==> config.mk <==
export PLATFORM = sky130hd
export DESIGN_NAME = ansi_escape_stripper
export DESIGN_NICKNAME = d
export VERILOG_FILES = /design/src/hw/rtl/aesc_pkg.sv /design/src/hw/rtl/aesc_param_ram.sv /design/src/hw/rtl/aesc_parser.sv /design/src/hw/rtl/aesc_sgr_scan.sv /design/src/hw/rtl/ansi_escape_stripper.sv
export VERILOG_INCLUDE_DIRS = /design/src /design/src/hw/rtl
export SDC_FILE = /design/constraint.sdc
export NUM_CORES = 1
export LEC_CHECK = 0
export BUFFER_PORTS_ARGS = -buffer_cell sky130_fd_sc_hd__buf_2
export CAP_MARGIN = 5
export CELL_PAD_IN_SITES_DETAIL_PLACEMENT = 1
export CELL_PAD_IN_SITES_GLOBAL_PLACEMENT = 1
export CORE_MARGIN = 1
export CORE_UTILIZATION = 35
export DETAILED_ROUTE_END_ITERATION = 8
export PLACE_DENSITY = 0.58
export SYNTH_ARGS = -nofsm -noshare
export SYNTH_HDL_FRONTEND = slang
export SYNTH_SLANG_ARGS = --single-unit
==> constraint.sdc <==
create_clock -name clk -period 11.3 [get_ports clk]
set_input_delay 1.695 -clock clk [delete_from_list [all_inputs] [get_ports clk]]
set_output_delay 1.695 -clock clk [all_outputs]
set_load 0.005 [all_outputs]
==> src/hw/rtl/assert_macros.svh <==
// Assertion helper macros shared by the RTL files that carry checks.
// No dependencies; the including module must have clk and rst_n in scope.
`ifndef ASSERT_MACROS_SVH
`define ASSERT_MACROS_SVH

// Property checked on every rising clock edge outside reset.
`define ASSERT_CLK(label, prop, msg) \
  label: assert property (@(posedge clk) disable iff (!rst_n) (prop)) else $error(msg);

// Implication checked on every rising clock edge outside reset.
`define ASSERT_IMP(label, ante, cons, msg) \
  label: assert property (@(posedge clk) disable iff (!rst_n) (ante) |-> (cons)) \
    else $error(msg);

`endif

==> src/hw/rtl/aesc_pkg.sv <==
// Shared types, constants and SGR decode for the ANSI escape stripper.
// No dependencies; imported by the parser, the SGR scan and the top level.
`timescale 1ns / 1ps

package aesc_pkg;

  // Sizing
  localparam int MAX_PARAMS    = 16;
  localparam int POSITION_BITS = 16;
  localparam int PARAM_W       = 8;
  localparam int PCW           = $clog2(MAX_PARAMS + 1);
  localparam int PAW           = (MAX_PARAMS > 1) ? $clog2(MAX_PARAMS) : 1;
  localparam int CODE_W        = 4;
  localparam int COLOR_W       = 3;
  localparam int OUT_FIELDS_W  = 8 + CODE_W + COLOR_W + POSITION_BITS;
  localparam int OUT_DW        = ((OUT_FIELDS_W + 7) / 8) * 8;

  // Byte codes
  localparam logic [7:0] B_NUL  = 8'h00;
  localparam logic [7:0] B_BEL  = 8'h07;
  localparam logic [7:0] B_ESC  = 8'h1b;
  localparam logic [7:0] B_CSI8 = 8'h9b;
  localparam logic [7:0] B_ST   = 8'h9c;
  localparam logic [7:0] B_LBRK = 8'h5b;
  localparam logic [7:0] B_RBRK = 8'h5d;
  localparam logic [7:0] B_DCS  = 8'h50;
  localparam logic [7:0] B_PM   = 8'h5e;
  localparam logic [7:0] B_APC  = 8'h5f;
  localparam logic [7:0] B_SEMI = 8'h3b;
  localparam logic [7:0] B_NINE = 8'h39;
  localparam logic [7:0] B_ZERO = 8'h30;
  localparam logic [7:0] B_SGR  = 8'h6d;

  // Command codes
  localparam logic [CODE_W-1:0] CMD_FG        = 4'd0;
  localparam logic [CODE_W-1:0] CMD_BG        = 4'd1;
  localparam logic [CODE_W-1:0] CMD_RESET     = 4'd2;
  localparam logic [CODE_W-1:0] CMD_BOLD      = 4'd3;
  localparam logic [CODE_W-1:0] CMD_ITALIC    = 4'd4;
  localparam logic [CODE_W-1:0] CMD_UNDERLINE = 4'd5;
  localparam logic [CODE_W-1:0] CMD_INVERT    = 4'd6;
  localparam logic [CODE_W-1:0] CMD_NORMAL    = 4'd7;
  localparam logic [CODE_W-1:0] CMD_DEF_FG    = 4'd8;
  localparam logic [CODE_W-1:0] CMD_DEF_BG    = 4'd9;
  localparam logic [CODE_W-1:0] CMD_LAST      = CMD_DEF_BG;

  typedef enum logic [3:0] {
    M_GROUND,
    M_ESC,
    M_CSI_PARAM,
    M_CSI_INTER,
    M_OSC_START,
    M_OSC_NUM,
    M_OSC_STR,
    M_ST_STR,
    M_HALT
  } aesc_mode_t;

  typedef enum logic [1:0] {
    SC_IDLE,
    SC_READ,
    SC_EVAL,
    SC_FLUSH
  } aesc_scan_t;

  // Parameter store write
  typedef struct packed {
    logic               en;
    logic [PAW-1:0]     addr;
    logic [PARAM_W-1:0] data;
  } aesc_wr_t;

  // Text result from the parser
  typedef struct packed {
    logic                     valid;
    logic [7:0]               data;
    logic [POSITION_BITS-1:0] pos;
  } aesc_text_t;

  // Request to walk the stored parameters
  typedef struct packed {
    logic           valid;
    logic [PCW-1:0] count;
  } aesc_start_t;

  // Command result from the scanner
  typedef struct packed {
    logic               valid;
    logic [CODE_W-1:0]  code;
    logic [COLOR_W-1:0] color;
    logic               last;
  } aesc_cmd_t;

  typedef struct packed {
    logic               known;
    logic [CODE_W-1:0]  code;
    logic [COLOR_W-1:0] color;
  } aesc_sgr_t;

  // Map one parameter value to an SGR command
  function automatic aesc_sgr_t sgr_decode(input logic [PARAM_W-1:0] v);
    aesc_sgr_t r;
    r.known = 1'b1;
    r.code  = CMD_FG;
    r.color = '0;
    if (v inside {[8'd30:8'd37]}) begin
      r.code  = CMD_FG;
      r.color = v[COLOR_W-1:0] - 3'd6;  // 30 -> 0
    end else if (v inside {[8'd40:8'd47]}) begin
      r.code  = CMD_BG;
      r.color = v[COLOR_W-1:0];         // 40 is a multiple of 8
    end else begin
      case (v)
        8'd0:    r.code = CMD_RESET;
        8'd1:    r.code = CMD_BOLD;
        8'd3:    r.code = CMD_ITALIC;
        8'd4:    r.code = CMD_UNDERLINE;
        8'd7:    r.code = CMD_INVERT;
        8'd10:   r.code = CMD_NORMAL;
        8'd39:   r.code = CMD_DEF_FG;
        8'd49:   r.code = CMD_DEF_BG;
        default: r.known = 1'b0;
      endcase
    end
    return r;
  endfunction

endpackage

==> src/hw/rtl/aesc_param_ram.sv <==
// Generic single-port-write, registered-read RAM holding CSI parameters.
// No dependencies.
`timescale 1ns / 1ps

module aesc_param_ram #(
  parameter int  DEPTH = 16,
  parameter int  WIDTH = 8,
  localparam int AW    = (DEPTH > 1) ? $clog2(DEPTH) : 1
) (
  input  logic             clk,
  input  logic             wr_en,
  input  logic [AW-1:0]    wr_addr,
  input  logic [WIDTH-1:0] wr_data,
  input  logic             rd_en,
  input  logic [AW-1:0]    rd_addr,
  output logic [WIDTH-1:0] rd_data
);

  logic [WIDTH-1:0] mem [DEPTH];
  logic [WIDTH-1:0] rd_data_r;

  always_ff @(posedge clk) begin
    if (wr_en) begin
      mem[wr_addr] <= wr_data;
    end
  end

  // Read data holds until the next read
  always_ff @(posedge clk) begin
    if (rd_en) begin
      rd_data_r <= mem[rd_addr];
    end
  end

  assign rd_data = rd_data_r;

endmodule

==> src/hw/rtl/aesc_parser.sv <==
// Byte-level escape sequence parser: mode, current parameter, text position.
// Depends on aesc_pkg; writes the parameter store, starts the SGR scan.
`timescale 1ns / 1ps

module aesc_parser import aesc_pkg::*; (
  input  logic                     clk,
  input  logic                     rst_n,
  input  logic                     accept,
  input  logic [7:0]               data_byte,
  input  logic                     buffer_start,
  output aesc_wr_t                 wr,
  output aesc_text_t               text,
  output aesc_start_t              start,
  output logic [POSITION_BITS-1:0] text_count
);

  localparam logic [POSITION_BITS-1:0] POS_MAX   = '1;
  localparam logic [PCW-1:0]           COUNT_CAP = PCW'(MAX_PARAMS);

  aesc_mode_t               mode_r, mode_nxt;
  logic [PCW-1:0]           count_r, count_nxt;
  logic [PARAM_W-1:0]       cur_r, cur_nxt;
  logic                     has_r, has_nxt;
  logic                     done_r, done_nxt;
  logic [POSITION_BITS-1:0] text_r, text_nxt;

  // A buffer start clears the parse context before the byte is looked at
  aesc_mode_t               eff_mode;
  logic [PCW-1:0]           eff_count;
  logic [PARAM_W-1:0]       eff_cur;
  logic                     eff_has;
  logic                     eff_done;
  logic [POSITION_BITS-1:0] eff_text;

  assign eff_mode  = buffer_start ? M_GROUND : mode_r;
  assign eff_count = buffer_start ? '0 : count_r;
  assign eff_cur   = buffer_start ? '0 : cur_r;
  assign eff_has   = buffer_start ? 1'b0 : has_r;
  assign eff_done  = buffer_start ? 1'b0 : done_r;
  assign eff_text  = buffer_start ? '0 : text_r;

  // Byte classes
  logic b_esc, b_class, b_param, b_inter, b_final, b_osc_type, b_osc_num;
  logic in_csi, is_param, again, gmode;

  assign b_esc      = (data_byte == B_ESC) || (data_byte == B_CSI8);
  assign b_class    = data_byte inside {[8'h40:8'h5f]};
  assign b_param    = data_byte inside {[8'h30:8'h3f]};
  assign b_inter    = data_byte inside {[8'h20:8'h2f]};
  assign b_final    = data_byte inside {[8'h40:8'h7e]};
  assign b_osc_type = data_byte inside {[8'h60:8'h7e]};
  assign b_osc_num  = b_param;

  assign in_csi   = (eff_mode == M_CSI_PARAM) || (eff_mode == M_CSI_INTER);
  assign is_param = (eff_mode == M_CSI_PARAM) && b_param;

  // Bytes that end a sequence and are taken again as plain input
  assign again = ((eff_mode == M_ESC) && !b_class) ||
                 ((eff_mode == M_OSC_START) && !b_osc_type && !b_osc_num) ||
                 (in_csi && !is_param && !b_inter && !b_final);
  assign gmode = again || (eff_mode == M_GROUND);

  // Next parse mode
  always_comb begin
    mode_nxt = eff_mode;
    if (gmode) begin
      if (data_byte == B_NUL) begin
        mode_nxt = M_HALT;
      end else if (b_esc) begin
        mode_nxt = M_ESC;
      end else begin
        mode_nxt = M_GROUND;
      end
    end else begin
      case (eff_mode)
        M_ESC: begin
          if (data_byte == B_LBRK) begin
            mode_nxt = M_CSI_PARAM;
          end else if (data_byte == B_RBRK) begin
            mode_nxt = M_OSC_START;
          end else if ((data_byte == B_DCS) || (data_byte == B_PM) ||
                       (data_byte == B_APC)) begin
            mode_nxt = M_ST_STR;
          end else begin
            mode_nxt = M_GROUND;
          end
        end
        M_CSI_PARAM, M_CSI_INTER: begin
          if (is_param) begin
            mode_nxt = M_CSI_PARAM;
          end else if (b_inter) begin
            mode_nxt = M_CSI_INTER;
          end else begin
            mode_nxt = M_GROUND;
          end
        end
        M_OSC_START: begin
          if (b_osc_type) begin
            mode_nxt = M_ST_STR;
          end else begin
            mode_nxt = (data_byte == B_SEMI) ? M_OSC_STR : M_OSC_NUM;
          end
        end
        M_OSC_NUM: begin
          if (data_byte == B_SEMI) mode_nxt = M_OSC_STR;
        end
        M_OSC_STR: begin
          if (data_byte == B_BEL) mode_nxt = M_GROUND;
        end
        M_ST_STR: begin
          if (data_byte == B_ST) mode_nxt = M_GROUND;
        end
        default: mode_nxt = M_HALT;
      endcase
    end
  end

  // Parameter collection and outputs
  logic                push, room, csi_clear, digit, mark;
  logic [11:0]         acc;
  logic [PARAM_W-1:0]  acc_sat;

  assign push = (is_param && (data_byte == B_SEMI)) ||
                ((eff_mode == M_CSI_PARAM) && !is_param && eff_has);
  assign room      = eff_count < COUNT_CAP;
  assign csi_clear = (eff_mode == M_ESC) && (data_byte == B_LBRK);
  assign digit     = is_param && (data_byte <= B_NINE);
  assign mark      = is_param && (data_byte > B_NINE) && (data_byte != B_SEMI);

  // Decimal accumulate, saturating at the top of the parameter range
  assign acc     = ({4'd0, eff_cur} * 12'd10) + {4'd0, data_byte - B_ZERO};
  assign acc_sat = (acc > 12'd255) ? 8'hff : acc[PARAM_W-1:0];

  always_comb begin
    count_nxt = eff_count;
    cur_nxt   = eff_cur;
    has_nxt   = eff_has;
    done_nxt  = eff_done;
    text_nxt  = eff_text;
    if (csi_clear || again) begin
      count_nxt = '0;
    end else if (push && room) begin
      count_nxt = eff_count + 1'b1;
    end
    if (csi_clear || again || push) begin
      cur_nxt  = '0;
      has_nxt  = 1'b0;
      done_nxt = 1'b0;
    end else if (digit) begin
      if (!eff_done) cur_nxt = acc_sat;
      has_nxt = 1'b1;
    end else if (mark) begin
      has_nxt  = 1'b1;
      done_nxt = 1'b1;
    end
    if (text.valid && (eff_text != POS_MAX)) begin
      text_nxt = eff_text + 1'b1;
    end
  end

  assign wr.en    = accept && push && room;
  assign wr.addr  = eff_count[PAW-1:0];
  assign wr.data  = eff_cur;

  assign text.valid = accept && gmode && (data_byte != B_NUL) && !b_esc;
  assign text.data  = data_byte;
  assign text.pos   = eff_text;

  assign start.valid = accept && in_csi && !is_param && (data_byte == B_SGR) &&
                       (count_nxt != '0);
  assign start.count = count_nxt;

  assign text_count = text_r;

  always_ff @(posedge clk) begin
    if (!rst_n) begin
      mode_r  <= M_GROUND;
      count_r <= '0;
      cur_r   <= '0;
      has_r   <= 1'b0;
      done_r  <= 1'b0;
      text_r  <= '0;
    end else if (accept) begin
      mode_r  <= mode_nxt;
      count_r <= count_nxt;
      cur_r   <= cur_nxt;
      has_r   <= has_nxt;
      done_r  <= done_nxt;
      text_r  <= text_nxt;
    end
  end

endmodule

==> src/hw/rtl/aesc_sgr_scan.sv <==
// Walks the stored CSI parameters after an 'm' final and emits SGR commands.
// Depends on aesc_pkg; reads the parameter store through its read port.
`timescale 1ns / 1ps

module aesc_sgr_scan import aesc_pkg::*; (
  input  logic               clk,
  input  logic               rst_n,
  input  aesc_start_t        start,
  input  logic               out_free,
  output logic               rd_en,
  output logic [PAW-1:0]     rd_addr,
  input  logic [PARAM_W-1:0] rd_data,
  output logic               busy,
  output aesc_cmd_t          cmd
);

  aesc_scan_t         state_r, state_nxt;
  logic [PCW-1:0]     idx_r;
  logic [PCW-1:0]     count_r;
  logic               hold_valid_r;
  logic [CODE_W-1:0]  hold_code_r;
  logic [COLOR_W-1:0] hold_color_r;

  aesc_sgr_t          dec;
  logic               stall;
  logic [PCW-1:0]     idx_inc;

  assign dec     = sgr_decode(rd_data);
  assign idx_inc = idx_r + 1'b1;
  // A new hit must wait until the held command can leave
  assign stall   = dec.known && hold_valid_r && !out_free;

  // Next state
  always_comb begin
    state_nxt = state_r;
    case (state_r)
      SC_IDLE:  if (start.valid) state_nxt = SC_READ;
      SC_READ:  state_nxt = SC_EVAL;
      SC_EVAL: begin
        if (!stall) state_nxt = (idx_inc == count_r) ? SC_FLUSH : SC_READ;
      end
      SC_FLUSH: if (!hold_valid_r || out_free) state_nxt = SC_IDLE;
      default:  state_nxt = SC_IDLE;
    endcase
  end

  // Outputs: the held command goes out once the next one, or the end, is known
  always_comb begin
    rd_en     = 1'b0;
    cmd.valid = 1'b0;
    cmd.last  = 1'b0;
    cmd.code  = hold_code_r;
    cmd.color = hold_color_r;
    case (state_r)
      SC_READ:  rd_en = 1'b1;
      SC_EVAL:  cmd.valid = dec.known && hold_valid_r && !stall;
      SC_FLUSH: begin
        cmd.valid = hold_valid_r && out_free;
        cmd.last  = 1'b1;
      end
      default: ;
    endcase
  end

  assign rd_addr   = idx_r[PAW-1:0];
  assign busy      = state_r != SC_IDLE;

  always_ff @(posedge clk) begin
    if (!rst_n) begin
      state_r      <= SC_IDLE;
      hold_valid_r <= 1'b0;
    end else begin
      state_r <= state_nxt;
      if ((state_r == SC_EVAL) && !stall && dec.known) begin
        hold_valid_r <= 1'b1;
      end else if ((state_r == SC_FLUSH) && out_free) begin
        hold_valid_r <= 1'b0;
      end
    end
  end

  // Scan index and held command payload
  always_ff @(posedge clk) begin
    if ((state_r == SC_IDLE) && start.valid) begin
      idx_r   <= '0;
      count_r <= start.count;
    end else if ((state_r == SC_EVAL) && !stall) begin
      idx_r <= idx_inc;
    end
    if ((state_r == SC_EVAL) && !stall && dec.known) begin
      hold_code_r  <= dec.code;
      hold_color_r <= dec.color;
    end
  end

endmodule

==> src/hw/rtl/ansi_escape_stripper.sv <==
// Top level of the ANSI escape stripper: parser, parameter RAM, SGR scan.
// Depends on aesc_pkg, aesc_param_ram, aesc_parser, aesc_sgr_scan.
`timescale 1ns / 1ps

// Takes one terminal byte per transaction and returns the plain text with
// ANSI escape sequences removed, plus one command result for every known SGR
// code among the first 16 parameters of a CSI ... m sequence. Plain bytes
// stream at one per cycle while the result side keeps up; bytes inside
// sequences produce no result. CSI parameters are written to a 16-entry
// parameter RAM as they complete; an 'm' final then starts a scan of that RAM
// with one read port, each stored parameter read, then decoded, so such a
// byte blocks the input until the scan ends, longer if the result side
// stalls. One output register separates the two sides. The zero byte
// silences the stream until a transaction with buffer_start set.
module ansi_escape_stripper import aesc_pkg::*; (
  input  logic              clk,
  input  logic              rst_n,
  input  logic              in_tvalid,
  output logic              in_tready,
  input  logic [7:0]        in_tdata,   // [7:0] data_byte
  input  logic [0:0]        in_tuser,   // [0] buffer_start
  output logic              out_tvalid,
  input  logic              out_tready,
  output logic [OUT_DW-1:0] out_tdata,  // text_byte, command_code, color_value,
                                        // text_position, zero pad
  output logic [0:0]        out_tuser,  // [0] is_command
  output logic              out_tlast   // last_of_run
);

  `include "assert_macros.svh"

  logic                     in_fire;
  logic                     out_free;
  logic                     scan_busy;
  aesc_wr_t                 wr;
  aesc_text_t               text;
  aesc_start_t              start;
  aesc_cmd_t                cmd;
  logic [POSITION_BITS-1:0] text_count;
  logic                     rd_en;
  logic [PAW-1:0]           rd_addr;
  logic [PARAM_W-1:0]       rd_data;

  // Output register
  logic                     out_valid_r;
  logic                     is_cmd_r;
  logic [7:0]               byte_r;
  logic [CODE_W-1:0]        code_r;
  logic [COLOR_W-1:0]       color_r;
  logic [POSITION_BITS-1:0] pos_r;
  logic                     last_r;

  assign out_free  = !out_valid_r || out_tready;
  assign in_tready = !scan_busy && out_free;
  assign in_fire   = in_tvalid && in_tready;

  aesc_parser u_parser (
    .clk          (clk),
    .rst_n        (rst_n),
    .accept       (in_fire),
    .data_byte    (in_tdata),
    .buffer_start (in_tuser[0]),
    .wr           (wr),
    .text         (text),
    .start        (start),
    .text_count   (text_count)
  );

  aesc_param_ram #(
    .DEPTH (MAX_PARAMS),
    .WIDTH (PARAM_W)
  ) u_param_ram (
    .clk     (clk),
    .wr_en   (wr.en),
    .wr_addr (wr.addr),
    .wr_data (wr.data),
    .rd_en   (rd_en),
    .rd_addr (rd_addr),
    .rd_data (rd_data)
  );

  aesc_sgr_scan u_sgr_scan (
    .clk      (clk),
    .rst_n    (rst_n),
    .start    (start),
    .out_free (out_free),
    .rd_en    (rd_en),
    .rd_addr  (rd_addr),
    .rd_data  (rd_data),
    .busy     (scan_busy),
    .cmd      (cmd)
  );

  always_ff @(posedge clk) begin
    if (!rst_n) begin
      out_valid_r <= 1'b0;
    end else if (text.valid || cmd.valid) begin
      out_valid_r <= 1'b1;
    end else if (out_tready) begin
      out_valid_r <= 1'b0;
    end
  end

  always_ff @(posedge clk) begin
    if (text.valid) begin
      is_cmd_r <= 1'b0;
      byte_r   <= text.data;
      code_r   <= '0;
      color_r  <= '0;
      pos_r    <= text.pos;
      last_r   <= 1'b1;
    end else if (cmd.valid) begin
      is_cmd_r <= 1'b1;
      byte_r   <= '0;
      code_r   <= cmd.code;
      color_r  <= cmd.color;
      pos_r    <= text_count;
      last_r   <= cmd.last;
    end
  end

  assign out_tvalid = out_valid_r;
  assign out_tuser  = is_cmd_r;
  assign out_tlast  = last_r;
  assign out_tdata  = OUT_DW'({pos_r, color_r, code_r, byte_r});

  // Checks
  `ASSERT_IMP(a_text_single, out_tvalid && !out_tuser[0], out_tlast,
              "text result without last_of_run")
  `ASSERT_IMP(a_text_no_cmd, out_tvalid && !out_tuser[0],
              (code_r == '0) && (color_r == '0), "text result carries command fields")
  `ASSERT_IMP(a_cmd_range, out_tvalid && out_tuser[0],
              (code_r <= CMD_LAST) && (byte_r == '0), "command result out of range")
  `ASSERT_CLK(a_no_wr_in_scan, !(scan_busy && wr.en),
              "parameter store written during SGR scan")

endmodule
==> key figures <==
Global route
  • First-pass GRT wire length: 42.55 mm
  • Initial antenna violation count: 0
  • Total GRT Usage: 17.55%
  • Remaining global-route overflow: 0
  • Number of global-route vias before repair: 7206
  • Largest net degree at the start of global routing: 48

Drt
  • Routed vias: 7128
  • Antenna-violating nets left: 0
  • Post-route DRC violation count: 0
  • Iter 0 DRT Violations: 592
  • WL/cell: 20.50 um
  • Routed WL: 27.08 mm
  • Vias per inst: 5.396
  • First drt pass iteration count: 5

Hold path
  • Worst hold path startpoint: out_tuser
  • Hold Path Sink: out_tuser
  • Min-Delay Path Class: register to register
  • Hold Path Stages: 2

Timing
  • RSZ-0062 raised after global routing: no
  • Skew final: 14.38 ps
  • Final setup fails: 0
  • Final min period: 5629 ps
  • Max-Slew Margin vs Limit: 14.26%
  • Fin. Hold Viols: 0
  • Max-slew violations: 0
  • Sum Neg Setup Slack: 0 ps
  • Peak Freq: 0.1776 GHz
  • Worst Tran Pin Value: 1283 ps
  • Final worst-path cycle share: 49.81%

Clock network
  • Clock root buffer: clkbuf_16
  • PostCTS Resize Cnt: 0
  • Setup bufs post-CTS: 0
  • H-tree lvl count: 1
  • Sinks on Clock Net: 225
  • CTS tree: done
  • Clock latency on the worst-skew pair: 540 ps
  • Hold_buf cts: 0
  • CTS buffer count: 26
  • Clock transition at path regs: 60 ps
  • Clock tree buffer depth: 3

Worst setup path
  • CP endpoint kind: register
  • Worst EP required: 11760 ps
  • End of the worst register-to-register path: u_parser.cur_r[6]
  • CP startpoint: in_tuser
  • Crit path DAT: 6090 ps
  • Reg2Reg Depth: 13
  • CP Launch Type: input port
  • Origin of the critical flop-to-flop path: u_parser.cur_r[2]
  • Max FO, Critical Path: 39
  • R2R setup slack: 6770 ps
  • Crit path kind: input port to register

Die
  • Core Box Area: 0.03059 mm^2
  • Vert. Die Dim: 178.5 um
  • Rows: 64
  • Ports: 49
  • Initial core utilization: 35.63%
  • Die X: 178.5 um
  • Full die area: 0.03185 mm^2

Power and ir drop
  • Psw: 423.9 uW
  • Internal: 1.466 mW
  • P per Cell Area: 152.3 mW/mm^2
  • Peak VDD IR: 0.08900 mV
  • Sw Ratio: 22.44%
  • Leakage: 4.441 nW
  • Clock network fraction of design power: 45.5%
  • Sequential power share: 47.4%
  • Comb pwr share: 7.1%

Placed design
  • Routability cong.: 0.8003
  • Input/output buffers: 47
  • Placement Cell Area: 0.01152 mm^2
  • Hpwl dp: 18.38 mm

Layout
  • Layout cells sized above 1: 17.84%
  • Nets: 944
  • Most common cell after layout, fill and taps aside: edfxtp_1
  • Syn-to-layout area delta: 13.83%
  • Most frequent cells in the layout: 172 x edfxtp_1, 74 x nor2_1, 52 x dfxtp_1
  • ANT cells: 0
  • Area occupied by multi-input gates: 0.004388 mm^2
  • Sequential cell area: 0.006227 mm^2
  • FILL cells: 3234
  • Cell area after layout: 0.01241 mm^2

Yosys
  • Unique cell type count in the Yosys netlist: 78
  • Synthesized area per cell: 12.57 um^2
  • Main area contributors after synthesis: edfxtp_1 47%, dfxtp_1 9.7%, mux4_2 8.3%, ha_1 2.9%, nor2_1 2.5%
  • Ys async rst share: 0%
  • Syn_nets: 906
  • Register area share after synthesis: 57.12%
  • Synthesized area: 0.01090 mm^2
  • Top cell type's share of synthesized area: 47.39%
  • Main synth FF type: edfxtp_1
  • Ys Warns: 0
  • Seq cells post-synth: 225
  • EDFF count, synth: 172
  • Mapped Cells: 867
  • Synth area leader: edfxtp_1

Run
  • Maxcap violations: 0

Outcome
  • Status: completed
==> power groups by stage <==
stage          Clock, mW  Sequential, mW  Combinational (mW)
4_1_cts            0.885           0.896               0.137
6_report           0.860           0.896               0.133
2_1_floorplan          0           0.913              0.0965
5_1_grt            0.915           0.897               0.147
3_3_place_gp           0           0.913               0.135
3_5_place_dp           0           0.914               0.137
==> through the flow <==
step / setup slack [ps] / cells / hold WS, ps / util (%) / power, mW
4_1_cts: 5704 / 1321 / 487.9 / 40.56 / 1.918
6_report: 5671 / 1321 / 479.2 / 40.56 / 1.889
5_1_grt: 5283 / 1321 / 500.7 / 40.56 / 1.959
2_1_floorplan: 5500 / 867 / 441.5 / - / 1.009
3_5_place_dp: 5153 / 1273 / 467.2 / 37.67 / 1.050
3_3_place_gp: 5271 / 1273 / 445.6 / 37.67 / 1.048
==> worst max-delay path: stages <==
cell and delay [ps]:
buf_2 100, buf_4 250, nor2_1 870, ha_1 300, ha_1 220, fa_1 440
ha_1 340, nand2_1 80, a2bb2oi_1 270, o21ai_0 180, and4b_1 240, a31oi_1 660
o21ai_0 210, a22oi_1 210
==> metal layers <==
layer  share of wire [%]  up-vias  routed length [um]  global-route usage, %
li1                    -     3368                   -                      -
met1                  48     3615               13030                  25.01
met2                  47      115               12740                  28.38
met3                 3.4       30                 914                  2.515
met4                 1.4        0                 388                  3.496
met5                   0        -                   0                      0
==> area by class of cell <==
cell class | count | share of cell area, %
clock inverters | 21 | 1.856
multi-input cells | 572 | 35.37
well taps | 396 | 3.994
clock buffers | 27 | 5.274
inverters | 19 | 0.5748
repair buffers | 61 | 2.743
flip-flops and latches | 225 | 50.19
==> flip-flops by register name, indices dropped and copies added, names as in the netlist, 2 cells and up <==
name,count
u_parser.mode_r,4
u_parser.text_count,16
u_parser.count_r,5
u_sgr_scan.hold_color_r,3
code_r,4
u_sgr_scan.hold_code_r,4
pos_r,16
u_sgr_scan.count_r,5
u_parser.cur_r,8
color_r,3
byte_r,8
u_param_ram.rd_data,8
u_param_ram.mem,128
u_sgr_scan.state_r,2
u_sgr_scan.idx_r,5
==> cells in the mapped netlist (6+ instances only) <==
library cell,n
a31oi_1,10
a21oi_1,25
and3_1,16
dfxtp_1,53
nand3_1,31
o21a_1,7
nor2b_1,20
and2_1,39
buf_2,6
a22oi_1,7
nor3_1,14
edfxtp_1,172
nand2_1,51
nand4_1,10
o21ai_0,20
mux2i_1,15
inv_1,19
clkbuf_1,38
xnor2_1,23
mux4_2,40
nand2b_1,9
a21boi_0,7
o31ai_1,10
nor2_1,74
xor2_1,9
ha_1,25
==> logic make-up after synthesis <==
kind of cell / share of synthesized area (%)
other cells: 0.03441
buf+inv: 2.617
flops: 57.12
compound gates: 9.035
fa+ha+maj: 3.054
xor+xnor: 2.571
simple gates: 15.92
mux: 9.643
==> worst max-delay path by stage <==
stage | to | slack, ps | depth (start not counted)
2_1_floorplan | u_parser.cur_r[5] | 5500 | 18
3_5_place_dp | u_parser.cur_r[6] | 5150 | 14
6_report | u_parser.cur_r[6] | 5670 | 14
5_1_grt | u_parser.cur_r[5] | 5280 | 14
3_3_place_gp | u_parser.cur_r[5] | 5270 | 14
4_1_cts | u_parser.cur_r[6] | 5700 | 14
Note: power is estimated with default switching activity, not from simulation.
